$ cat config.mk
export PLATFORM = sky130hd
export DESIGN_NAME = integer_to_radix_digits
export DESIGN_NICKNAME = d
export VERILOG_FILES = /design/src/sv/r2d_pkg.sv /design/src/sv/integer_to_radix_digits.sv
export VERILOG_INCLUDE_DIRS = /design/src /design/src/sv
export SDC_FILE = /design/constraint.sdc
export NUM_CORES = 1
export LEC_CHECK = 0
export BUFFER_PORTS_ARGS = -buffer_cell sky130_fd_sc_hd__buf_4
export CAP_MARGIN = 25
export CORE_MARGIN = 10
export CORE_UTILIZATION = 35
export CTS_BUF_LIST = sky130_fd_sc_hd__clkbuf_8 sky130_fd_sc_hd__clkbuf_16
export CTS_CLUSTER_DIAMETER = 80
export DETAILED_ROUTE_END_ITERATION = 6
export HOLD_SLACK_MARGIN = 0.02
export PLACE_DENSITY = 0.55
export SLEW_MARGIN = 40
export SYNTH_ARGS = -nofsm -noshare
export SYNTH_HDL_FRONTEND = slang
export SYNTH_SLANG_ARGS = --single-unit
export TNS_END_PERCENT = 20
$ cat constraint.sdc
create_clock -name i_clk -period 7.6 [get_ports i_clk]
set_clock_uncertainty 0.05 [all_clocks]
set_input_delay 1.9 -clock i_clk [delete_from_list [all_inputs] [get_ports i_clk]]
set_output_delay 1.9 -clock i_clk [all_outputs]
set_load 0.05 [all_outputs]
$ cat src/sv/integer_to_radix_digits_defines.svh
// assertion macros for the radix digit converter
// define ASSERT_OFF to compile them out
`ifndef INTEGER_TO_RADIX_DIGITS_DEFINES_SVH
`define INTEGER_TO_RADIX_DIGITS_DEFINES_SVH

`ifndef ASSERT_OFF
// implication or sequence property, sampled on the rising clock edge
`define R2D_ASSERT_PROP(lbl, clk, rst_n, prop, msg) \
    lbl: assert property (@(posedge clk) disable iff (!rst_n) prop) else $error(msg);
// plain expression that must hold on every clock edge
`define R2D_ASSERT_ALWAYS(lbl, clk, rst_n, expr, msg) \
    lbl: assert property (@(posedge clk) disable iff (!rst_n) (expr)) else $error(msg);
`else
`define R2D_ASSERT_PROP(lbl, clk, rst_n, prop, msg)
`define R2D_ASSERT_ALWAYS(lbl, clk, rst_n, expr, msg)
`endif

`endif

$ cat src/sv/r2d_pkg.sv
// ----------------------------------------------------------------------------
// r2d_pkg
// Word types, character constants and the digit to ASCII map for the
// radix digit converter.
// ----------------------------------------------------------------------------
`default_nettype none

package r2d_pkg;

    localparam int VALUE_W = 31;
    localparam int RADIX_W = 5;
    localparam int CHAR_W  = 7;
    localparam int DIGIT_W = 4;

    localparam logic [RADIX_W-1:0] RADIX_MIN = 5'd2;
    localparam logic [RADIX_W-1:0] RADIX_MAX = 5'd16;

    localparam logic [CHAR_W-1:0]  CHAR_ZERO = 7'h30;  // '0'
    localparam logic [CHAR_W-1:0]  CHAR_A    = 7'h41;  // 'A'
    localparam logic [DIGIT_W-1:0] DEC_LIMIT = 4'd10;
    localparam logic [CHAR_W-1:0]  CHAR_ERR  = 7'h00;

    typedef struct packed {
        logic [VALUE_W-1:0] value;
        logic [RADIX_W-1:0] radix;
    } t_in_word;

    typedef struct packed {
        logic [CHAR_W-1:0] digit_char;
        logic              last;
        logic              bad_radix;
    } t_out_word;

    function automatic logic [CHAR_W-1:0] digit_to_ascii(input logic [DIGIT_W-1:0] d);
        logic [CHAR_W-1:0] c;
        if (d < DEC_LIMIT) begin
            c = CHAR_ZERO + CHAR_W'(d);
        end else begin
            c = CHAR_A + CHAR_W'(d - DEC_LIMIT);
        end
        return c;
    endfunction

endpackage

`default_nettype wire

$ cat src/sv/integer_to_radix_digits.sv
// ----------------------------------------------------------------------------
// integer_to_radix_digits
// Converts a non-negative integer to upper-case ASCII digits in base 2 to 16,
// most significant digit first, with the last digit flagged.
// ----------------------------------------------------------------------------
// One shared restoring divide step retires 4 quotient bits a cycle. Digits go
// into a small buffer, least significant first, and are then read back in
// reverse, each with one buffer read and then one output load, which waits
// while the output register is full. The block takes no new word until the
// final digit sits in the output register. Zero gives the single digit '0'.
// A base outside 2 to 16 gives one word with bad_radix and last set and a
// zero character. Only the low VALUE_BITS bits of value are converted.
`default_nettype none
`include "integer_to_radix_digits_defines.svh"

module integer_to_radix_digits #(
    parameter int VALUE_BITS = 31
) (
    input  wire logic                 i_clk,
    input  wire logic                 i_rst_n,
    input  wire logic                 i_in_valid,
    output logic                      o_in_ready,
    input  wire r2d_pkg::t_in_word    i_in_data,
    output logic                      o_out_valid,
    input  wire logic                 i_out_ready,
    output r2d_pkg::t_out_word        o_out_data
);
    import r2d_pkg::*;

    localparam int QW   = (VALUE_BITS < VALUE_W) ? VALUE_BITS : VALUE_W;
    localparam int STEP = 4;
    localparam int NCH  = (QW + STEP - 1) / STEP;
    localparam int DW   = NCH * STEP;
    localparam int KW   = (NCH > 1) ? $clog2(NCH) : 1;
    localparam int CW   = $clog2(QW + 1);
    localparam int AW   = $clog2(QW);

    typedef enum logic [1:0] {
        S_IDLE,
        S_DIV,
        S_READ,
        S_EMIT
    } t_state;

    t_state              r_state;
    logic [DW-1:0]       r_div;
    logic [RADIX_W-1:0]  r_radix;
    logic [DIGIT_W-1:0]  r_rem;
    logic [KW-1:0]       r_chk;
    logic [CW-1:0]       r_cnt;
    logic                r_out_valid;
    t_out_word           r_out;
    logic [DIGIT_W-1:0]  r_rd_digit;
    logic [DIGIT_W-1:0]  r_mem [QW];

    logic                slot_free;
    logic                in_acc;
    logic                bad_radix;
    logic                last_chunk;
    logic [STEP-1:0]     n_qbits;
    logic [DIGIT_W-1:0]  n_rem;
    logic [DW-1:0]       n_div;
    logic [CW-1:0]       n_cnt_up;
    logic [CW-1:0]       n_cnt_dn;
    logic                wr_en;
    logic                out_load;

    assign slot_free  = !r_out_valid || i_out_ready;
    assign o_in_ready = (r_state == S_IDLE) && slot_free;
    assign in_acc     = i_in_valid && o_in_ready;
    assign bad_radix  = (i_in_data.radix < RADIX_MIN) || (i_in_data.radix > RADIX_MAX);
    assign last_chunk = (r_chk == KW'(NCH - 1));
    assign n_cnt_up   = r_cnt + 1'b1;
    assign n_cnt_dn   = r_cnt - 1'b1;
    assign wr_en      = (r_state == S_DIV) && last_chunk;
    assign out_load   = (in_acc && bad_radix) || ((r_state == S_EMIT) && slot_free);

    // shared divide step: 4 restoring steps, partial remainder stays below the base
    always_comb begin
        logic [DIGIT_W-1:0] rem;
        logic [RADIX_W-1:0] sh;
        rem     = r_rem;
        n_qbits = '0;
        for (int j = 0; j < STEP; j++) begin
            sh = {rem, r_div[DW-1-j]};
            if (sh >= r_radix) begin
                n_qbits[STEP-1-j] = 1'b1;
                rem               = DIGIT_W'(sh - r_radix);
            end else begin
                rem = sh[DIGIT_W-1:0];
            end
        end
        n_rem = rem;
        n_div = (r_div << STEP) | DW'(n_qbits);
    end

    // digit buffer
    always_ff @(posedge i_clk) begin
        if (wr_en) begin
            r_mem[r_cnt[AW-1:0]] <= n_rem;
        end
        if (r_state == S_READ) begin
            r_rd_digit <= r_mem[n_cnt_dn[AW-1:0]];
        end
    end

    always_ff @(posedge i_clk) begin
        if (!i_rst_n) begin
            r_state     <= S_IDLE;
            r_out_valid <= 1'b0;
            r_cnt       <= '0;
            r_chk       <= '0;
        end else begin
            if (out_load) begin
                r_out_valid <= 1'b1;
            end else if (i_out_ready) begin
                r_out_valid <= 1'b0;
            end
            case (r_state)
                S_IDLE: begin
                    if (in_acc) begin
                        if (bad_radix) begin
                            r_out.digit_char <= CHAR_ERR;
                            r_out.last       <= 1'b1;
                            r_out.bad_radix  <= 1'b1;
                            r_cnt            <= '0;
                        end else begin
                            r_div   <= DW'(i_in_data.value[QW-1:0]);
                            r_radix <= i_in_data.radix;
                            r_rem   <= '0;
                            r_chk   <= '0;
                            r_cnt   <= '0;
                            r_state <= S_DIV;
                        end
                    end
                end
                S_DIV: begin
                    r_div <= n_div;
                    if (last_chunk) begin
                        r_rem <= '0;
                        r_chk <= '0;
                        r_cnt <= n_cnt_up;
                        // zero still yields one digit since the check follows the step
                        if (n_div == '0 || n_cnt_up == CW'(QW)) begin
                            r_state <= S_READ;
                        end
                    end else begin
                        r_rem <= n_rem;
                        r_chk <= r_chk + 1'b1;
                    end
                end
                S_READ: begin
                    r_cnt   <= n_cnt_dn;
                    r_state <= S_EMIT;
                end
                S_EMIT: begin
                    if (slot_free) begin
                        r_out.digit_char <= digit_to_ascii(r_rd_digit);
                        r_out.last       <= (r_cnt == '0);
                        r_out.bad_radix  <= 1'b0;
                        if (r_cnt == '0) begin
                            r_state <= S_IDLE;
                        end else begin
                            r_state <= S_READ;
                        end
                    end
                end
                default: begin
                    r_state <= S_IDLE;
                end
            endcase
        end
    end

    assign o_out_valid = r_out_valid;
    assign o_out_data  = r_out;

    `R2D_ASSERT_PROP(a_err_word, i_clk, i_rst_n,
        (o_out_valid && o_out_data.bad_radix) |->
            (o_out_data.last && o_out_data.digit_char == CHAR_ERR),
        "error word without last or with a character")
    `R2D_ASSERT_ALWAYS(a_cnt_bound, i_clk, i_rst_n, (r_cnt <= CW'(QW)),
        "digit count beyond buffer depth")
    `R2D_ASSERT_PROP(a_rem_bound, i_clk, i_rst_n,
        (r_state == S_DIV) |-> (RADIX_W'(r_rem) < r_radix),
        "partial remainder not below the base")
    `R2D_ASSERT_PROP(a_div_radix, i_clk, i_rst_n,
        (r_state == S_DIV) |-> (r_radix >= RADIX_MIN && r_radix <= RADIX_MAX),
        "dividing by an out-of-range base")

endmodule

`default_nettype wire

After elaboration in Yosys (flattened, before gate mapping)
Memories as Yosys holds them, arrays and structs flattened. A register that Yosys moved wholly into a read port is not among the register bits. Index checks and enable logic that the tools add are counted.

Bits in registers: 61. RAM bits: 124. Bits of input ports: 40. Output and inout port bits: 11. Memories: 1.

Memory list: r_mem (words 31, bits a word 4, rd ports 1, clocked after memory_dff 1, write ports 1, RTL line integer_to_radix_digits.sv:54) `logic [DIGIT_W-1:0] r_mem [QW];`.

Add/subtract/negate cells: 10. Order comparisons: 7. Equal/unequal tests: 11. Mux-type cells: 38. Bitwise gates (word level): 2. Reductions and logical operators: 23.

Operator list (count): two-way mux 32 bit (2); case mux 32 bit (2 select lines) (1); zero test 32 bit (1); bitwise OR 32 x 4 -> 32 bit (1); two-way mux 4 bit (7); two-way mux 9 bit (3); >= comparator 5 bit (4); case mux 9 bit (2 select lines) (1); subtractor 4 bit (4); case mux 5 bit (3 select lines) (1); two-way mux 2 bit (6); two-way mux 5 bit (2); != test 2 bit, second input constant (5); AND reduction 5 bit (2); two-way mux 3 bit (3); two-way mux 1 bit (8); case mux 2 bit (4 select lines) (1); case mux 4 bit (2 select lines) (1); AND reduction 4 bit (2); adder 6 x 4 -> 7 bit, first input constant (1); adder 7 bit, first input constant (1); two-way mux 7 bit (1); case mux 3 bit (2 select lines) (1); AND reduction 3 bit (2); 20 further kinds (30).

Logic depth before layout (Yosys ltp)
Gate-level depths: netlist of the first run.

Depth in word-level cells: 14. Mapped depth: 26. Gate-level depth less buffers: 25.

Worst setup path after synthesis of the first run
Ideal clock, no wire load.

Path kind: reg2reg. Start point: register r_radix[1]. End point: memory r_mem[0][3], data pin. Library setup time: 0.379 ns. Data arrival time: 6.169 ns. Slack: 1.002 ns. Cell stages (with the launch flop): 23. Clock period less this slack: 6.598 ns. Cell sequence: edfxtp_1 -> inv_1 -> ha_1 -> nand2_1 -> o21ai_1 -> a31oi_2 -> mux2_2 -> ha_1 -> a21oi_1 -> o21ai_1 -> a31oi_2 -> mux2_2 -> ha_1 -> a21oi_1 -> a21boi_0 -> or2_2 -> a21oi_1 -> ha_1 -> a21o_1 -> a31oi_1 -> o21ai_0 -> clkbuf_1 -> mux2i_1.

Word-level cells in the longest chain between the ends: 8. Elaborated cells between the ends (all ways): 12. Those cells by class: 4 x add/sub; 4 x order compare; 4 x mux.

Ends and longest elaborated chain: from (decl) (RTL line integer_to_radix_digits.sv:47) `logic [RADIX_W-1:0] r_radix;`; from (signal assigned) (RTL line integer_to_radix_digits.sv:129) `r_radix <= i_in_data.radix;`; subtractor 4 bit / >= comparator 5 bit (equally long branches) (RTL line integer_to_radix_digits.sv:88, integer_to_radix_digits.sv:86); two-way mux 4 bit (RTL line integer_to_radix_digits.sv:86) `if (sh >= r_radix) begin`; subtractor 4 bit / >= comparator 5 bit (equally long branches) (RTL line integer_to_radix_digits.sv:88, integer_to_radix_digits.sv:86); two-way mux 4 bit (RTL line integer_to_radix_digits.sv:86); >= comparator 5 bit / subtractor 4 bit (equally long branches) (RTL line integer_to_radix_digits.sv:86, integer_to_radix_digits.sv:88); two-way mux 4 bit (RTL line integer_to_radix_digits.sv:86); subtractor 4 bit / >= comparator 5 bit (equally long branches) (RTL line integer_to_radix_digits.sv:88, integer_to_radix_digits.sv:86); two-way mux 4 bit * (RTL line integer_to_radix_digits.sv:86); net n_rem[3] (RTL line integer_to_radix_digits.sv:61) `logic [DIGIT_W-1:0] n_rem;`; to (decl) (RTL line integer_to_radix_digits.sv:54).

The timed path passes the listed nets; every way through them passes the cells marked *.

Worst setup path in the final report of the first run
Start point: register r_radix[1]. End point: register r_rem[1], data pin.

Word-level cells in the longest chain between the ends: 10. Elaborated cells between the ends (all ways): 14. Those cells by class: 4 x add/sub; 4 x order compare; 6 x mux.

Ends and longest elaborated chain: subtractor 4 bit / >= comparator 5 bit (equally long branches) (RTL line integer_to_radix_digits.sv:88, integer_to_radix_digits.sv:86); two-way mux 4 bit (RTL line integer_to_radix_digits.sv:86); subtractor 4 bit / >= comparator 5 bit (equally long branches) (RTL line integer_to_radix_digits.sv:88, integer_to_radix_digits.sv:86); two-way mux 4 bit (RTL line integer_to_radix_digits.sv:86); >= comparator 5 bit / subtractor 4 bit (equally long branches) (RTL line integer_to_radix_digits.sv:86, integer_to_radix_digits.sv:88); two-way mux 4 bit (RTL line integer_to_radix_digits.sv:86); subtractor 4 bit / >= comparator 5 bit (equally long branches) (RTL line integer_to_radix_digits.sv:88, integer_to_radix_digits.sv:86); two-way mux 4 bit * (RTL line integer_to_radix_digits.sv:86); net n_rem[1] (RTL line integer_to_radix_digits.sv:61); two-way mux 4 bit * (RTL line integer_to_radix_digits.sv:139) `if (last_chunk) begin`; case mux 4 bit (2 select lines) * (RTL line integer_to_radix_digits.sv:119) `case (r_state)`; to (signal assigned) (RTL line integer_to_radix_digits.sv:148) `r_rem <= n_rem;`; to (decl) (RTL line integer_to_radix_digits.sv:48) `logic [DIGIT_W-1:0] r_rem;`.

Marked as above. A chain may end at the register's enable or synchronous reset.

==> flow_summary.json, run 1 <==
{
  "cts-buffers-inserted": 17,
  "grt_first_pass_wirelength_mm": 30.0,
  "power.density_mw_per_mm2": 476,
  "peakVddDrop_uv": 560,
  "r2r_cells": 24,
  "synth.top_cells.by_count": "178 x edfxtp_1, 57 x nor2_1, 36 x ha_1, 36 x mux2_2",
  "io_pins": 51,
  "cts_hold_buf": 0,
  "rrSetupSlack_ns": 0.90,
  "clk_pin_slew_ns": 0.08,
  "synth_enable_flop_cells": 178,
  "status": "finished, final reports clean",
  "grt_max_degree": 50,
  "period_share": 0.882,
  "synth.area.top_cells": "edfxtp_1 59%, mux4_2 6.5%, ha_1 5.0%",
  "mappedNetlistNets": 683,
  "maxSlewHeadroom": 0.522,
  "cts_resized": 0,
  "nets": 736,
  "endpoint_kind": "flop",
  "yosys_warnings": 0,
  "die_h_um": 181,
  "start_util": 0.358,
  "globalRoute.totalOverflow": 0,
  "vias_per_cell": 5.16,
  "post-route-util": 0.410,
  "syn_area_sq_mm": 0.00906,
  "tightest_slew_ns": 0.713,
  "worst-endpoint-required_ns": 7.73,
  "holdPathStages": 2,
  "syn_avg_cell_area_sq_um": 15.0,
  "portBuffers": 50,
  "rows": 58,
  "min_to": "r_state[1]",
  "cts_tree": "yes",
  "coreArea_sq_mm": 0.0253,
  "n_antenna_cell": 0,
  "wl_per_cell_um": 19.1,
  "min-delay-start": "r_state[1]",
  "drive_gt1_frac": 0.244,
  "fmax_mhz": 149,
  "die_area_sq_mm": 0.0327,
  "crit_type": "flop to flop",
  "vias": 5153,
  "place.gp.congestion": 0.808,
  "htree_levels": 4,
  "area_delta_synth_final_pct": 14.7,
  "rr_startpoint": "r_radix[1]",
  "startpoint_type": "flop",
  "cpMaxStageDelayCell": "mux2_2",
  "synth_top_area_frac": 0.590,
  "critical_path.max_fanout": 32,
  "grt_pass1_vias": 5330,
  "crit_chain": "inv_1 > ha_1 > nand2_1 > o21ai_1 > a31oi_2 > mux2_2 > ha_1 > a21oi_1 > o21ai_1 > a31oi_2 > mux2_2 > ha_1 > a21oi_1 > a21boi_0 > or2_2 > o31ai_1 > a31oi_1 > inv_1 > ha_1 > nand2_1 > o21ai_0 > buf_4 > mux2_2 > and2_1",
  "drt-pass1-iter-count": 7,
  "synth_top_area_cell": "edfxtp_1",
  "wl_mm": 19.1,
  "hold_path.class": "flop to flop",
  "ys_seq_area_frac": 0.614,
  "cts.root.buffer_cell": "clkbuf_16",
  "drt_iter0_drc": 339,
  "nFillCells": 2264,
  "post_cts_buffers": 0,
  "rsz0062_at_grt": "no",
  "track_usage": 0.116,
  "power.leakage_nw": 3.54,
  "critPathTopFamily": "compound AO/OA/AOI/OAI gates",
  "crit_top_cell": "ha_1",
  "hpwl_mm": 13.3,
  "path_buf_inv": 3,
  "setup_viol": 0,
  "power_mw": 4.94,
  "drc": 0,
  "synthCells": 603,
  "ys_seq_elements": 189,
  "clk_path_buf_depth": 2,
  "cp.arrival_ns": 6.83,
  "maxCapViolations": 0,
  "r2r-end": "r_rem[1]",
  "slew_violations": 0,
  "clock_latency_ns": 0.43,
  "tns_ns": 0,
  "drtAntennaViolNets": 0,
  "cts_sinks": 189,
  "hold_viol": 0,
  "synth_most_common_cell": "edfxtp_1",
  "synthArstFlopShare": 0,
  "period_needed_ns": 6.70,
  "cpPeakStageDelay_ns": 0.57,
  "antenna_found_initial": 0,
  "die_w_um": 181,
  "ys_types": 62,
  "yosys_most_used_dff": "edfxtp_1"
}
report_power, final:
part / leakage [nW] / switching (mW) / internal (mW) / total, mW
registers: 1.70 / 0.0416 / 2.04 / 2.08
clock network: 0.283 / 0.405 / 0.465 / 0.869
logic: 1.56 / 1.38 / 0.612 / 1.99
total: 3.54 / 1.83 / 3.12 / 4.94
cell families (layout without fill, tap and decap cells):
kind of cell / count (synthesis) / count (layout) / share of synthesized area
multiplexers: 83 / 83 / 0.150
buffers and inverters: 50 / 116 / 0.0257
AND/OR/NAND/NOR: 141 / 141 / 0.0744
AO/OA/AOI/OAI: 83 / 83 / 0.0595
adder cells (fa/ha/maj): 40 / 40 / 0.0585
flip-flops: 189 / 189 / 0.614
XOR/XNOR: 17 / 17 / 0.0173
placed cells by master (no fill, tap or decap), types with 4 or more instances in the layout:
master,Yosys,layout
ha_1,36,34
mux4_2,26,26
edfxtp_1,178,178
nand3_1,9,9
and2_1,5,5
inv_6,0,5
mux2_2,36,36
clkinv_4,0,4
o21ai_1,4,4
a21oi_1,27,26
clkbuf_16,0,17
nor2_1,57,57
nand2_1,26,26
nand2b_1,5,5
a22oi_1,4,4
nor4_1,7,7
a21o_1,7,7
o21a_1,5,5
inv_1,27,27
fa_1,4,4
xnor2_1,10,9
dfxtp_1,11,10
buf_4,4,56
xor2_1,6,6
mux2i_1,11,10
nor2b_1,11,10
nand4_1,4,4
o21ai_0,13,13
mux4_1,10,10
layout make-up:
class,instances,area (sq um),share of cell area
clock buffer,17,425,0.0409
clock inverter,15,154,0.0148
inverter,28,105,0.0101
multi-input combinational,364,3310,0.318
sequential,189,5570,0.536
tap,330,413,0.0397
timing repair buffer,56,420,0.0405
worst max path at each step:
| stage | startpoint | to | cells after the start |
|---|---|---|---|
| CTS | r_radix[1] | r_rem[1] | 24 |
| global placement | r_radix[1] | r_rem[1] | 23 |
| finish | r_radix[1] | r_rem[1] | 24 |
| global route | r_radix[1] | r_rem[1] | 23 |
| floorplan | r_radix[1] | r_mem[0][3] | 22 |
| detailed placement | r_radix[1] | r_rem[1] | 23 |
tightest hold or removal path, stage by stage, from the launching register on:
cell and delay (ns):
dfxtp_1 0.35, nand2_1 0.07, o2bb2ai_1 0.05
stage by stage:
| step | std cells | setup WS [ns] | area (sq um) | hold slack (ns) |
|---|---|---|---|---|
| floorplan | 603 | 1.00 | 9060 | 0.412 |
| global placement | 967 | 1.13 | 9780 | 0.432 |
| detailed placement | 967 | 0.938 | 9800 | 0.449 |
| CTS | 999 | 0.915 | 10400 | 0.458 |
| global route | 999 | 0.462 | 10400 | 0.485 |
| finish | 999 | 0.898 | 10400 | 0.461 |
routing by layer:
metal,part of all wire,wire length [um],vias up,GRT usage
met2,0.50,9550,97,0.190
met3,0.035,674,17,0.0234
met1,0.45,8620,2601,0.148
met4,0.014,265,0,0.0433
li1,-,-,2438,-
met5,0,0,-,0
flip-flops by register name, summed over array words and instances (netlist names):
signal	cells
r_mem	124
o_out_data	9
r_state	2
r_div	32
r_chk	3
r_rd_digit	4
r_rem	4
r_radix	5
o_out_valid	1
r_cnt	5
(Power assumes the default switching activity.)
==> run 2, diff against run 1 <==
- PLACE_DENSITY: 0.55 -> default
- SKIP_LAST_GASP: default -> 1
==> run 2 against run 1 <==
Compared with the run above:
- die area is the same
- utilization hardly changed
- global-route usage shrank 0.068 points
- final cell count fell by 0.20%
==> flow_summary.json, run 2 (synthesized netlist as in run 1, its figures left out) <==
{
  "io_pins": 51,
  "tns_ns": 0,
  "clk_pin_slew_ns": 0.07,
  "p_comb_frac": 0.403,
  "area_delta_synth_final_pct": 14.7,
  "hpwl_mm": 13.0,
  "nFillCells": 2260,
  "clock_latency_ns": 0.44,
  "tightest_slew_ns": 0.732,
  "drtAntennaViolNets": 0,
  "wl_per_cell_um": 19.0,
  "crit_type": "flop to flop",
  "track_usage": 0.115,
  "rsz0062_at_grt": "no",
  "maxCapViolations": 0,
  "cpMaxStageDelayCell": "mux2_2",
  "coreArea_sq_mm": 0.0253,
  "largest_register_ffs": 124,
  "period_share": 0.927,
  "critical_path.max_fanout": 32,
  "die_area_sq_mm": 0.0327,
  "seqPwrFrac": 0.421,
  "cts.root.buffer_cell": "clkbuf_16",
  "grt_pass1_vias": 5382,
  "vias": 5201,
  "power.leakage_nw": 3.54,
  "fmax_mhz": 142,
  "path_buf_inv": 4,
  "p_sw_mw": 1.81,
  "nets": 736,
  "cts_tree": "yes",
  "status": "finished, final reports clean",
  "startpoint_type": "flop",
  "crit_top_cell": "ha_1",
  "die_w_um": 181,
  "n_antenna_cell": 0,
  "wl_mm": 19.0,
  "critPathTopFamily": "compound AO/OA/AOI/OAI gates",
  "rows": 58,
  "peakVddDrop_uv": 557,
  "cts-buffers-inserted": 17,
  "cts_sinks": 189,
  "grt_first_pass_wirelength_mm": 30.0,
  "power.clock.fraction": 0.176,
  "worst-endpoint-required_ns": 7.74,
  "drt_iter0_drc": 377,
  "antenna_found_initial": 0,
  "maxSlewHeadroom": 0.511,
  "final_common_cell": "edfxtp_1",
  "p_int_mw": 3.13,
  "clk_path_buf_depth": 2,
  "drc": 0,
  "cts_resized": 0,
  "grt_max_degree": 50,
  "power.density_mw_per_mm2": 476,
  "period_needed_ns": 7.04,
  "cp.arrival_ns": 7.18,
  "cpPeakStageDelay_ns": 0.56,
  "globalRoute.totalOverflow": 0,
  "dpl_cell_area_sq_mm": 0.00980,
  "cts_hold_buf": 0,
  "setup_viol": 0,
  "hold_path.class": "flop to flop",
  "drive_gt1_frac": 0.240,
  "portBuffers": 50,
  "slew_violations": 0,
  "mostFrequentLayoutCells": "178 x edfxtp_1, 57 x nor2_1, 56 x buf_4",
  "place.gp.congestion": 0.800,
  "drt-pass1-iter-count": 7,
  "design_area_sq_mm": 0.0104,
  "swShare": 0.367,
  "start_util": 0.358,
  "htree_levels": 4,
  "die_h_um": 181,
  "hold_viol": 0,
  "vias_per_cell": 5.22,
  "post_cts_buffers": 0,
  "endpoint_kind": "flop"
}
-- run 2: path summary, 6_finish.rpt --
check,from,endpoint,slack [ns],depth (start not counted)
worst min-delay path,r_state[1],r_state[1],0.47,2
worst min register to register,r_state[1],r_state[1],0.47,2
worst max-delay path,r_radix[1],r_rem[1],0.56,25
worst max register to register,r_radix[1],r_rem[1],0.56,25
-- run 2: per-layer routing --
layer / wire, um / global-route usage / up-vias
met5: 0 / 0 / -
met4: 250 / 0.0328 / 0
met3: 641 / 0.0268 / 17
met2: 9470 / 0.192 / 113
met1: 8620 / 0.146 / 2633
li1: - / - / 2438
-- run 2: tightest hold or removal path, stage by stage (launching register included) --
cell and delay [ns]:
dfxtp_1 0.34, nand2_1 0.07, o2bb2ai_1 0.06
-- run 2: layout make-up --
type                            count  area, sq um  area share
Sequential cell                   189         5570       0.535
Multi-Input combinational cell    364         3330       0.320
Clock buffer                       17          425      0.0409
Timing Repair Buffer               56          420      0.0404
Tap cell                          330          413      0.0397
Clock inverter                     13          143      0.0137
Inverter                           28          105      0.0101
-- run 2: metrics by stage --
| step | setup slack [ns] | hold slack (ns) | std cells | total power [mW] | util |
|---|---|---|---|---|---|
| after floorplan | 1.00 | 0.412 | 603 | 3.34 | - |
| after global placement | 0.944 | 0.429 | 967 | 3.99 | 0.386 |
| after detailed placement | 0.582 | 0.464 | 967 | 4.14 | 0.387 |
| after CTS | 0.549 | 0.474 | 997 | 5.02 | 0.409 |
| after global routing | 0.00861 | 0.501 | 997 | 5.28 | 0.411 |
| final | 0.556 | 0.471 | 997 | 4.95 | 0.411 |
-- run 2: power by group through the flow --
stage          logic, mW  registers, mW  clock network (mW)
2_1_floorplan       1.23           2.12                   0
3_3_place_gp        1.88           2.11                   0
3_5_place_dp        2.04           2.11                   0
4_1_cts             2.05           2.08               0.890
5_1_grt             2.25           2.09               0.931
6_report            2.00           2.08               0.869
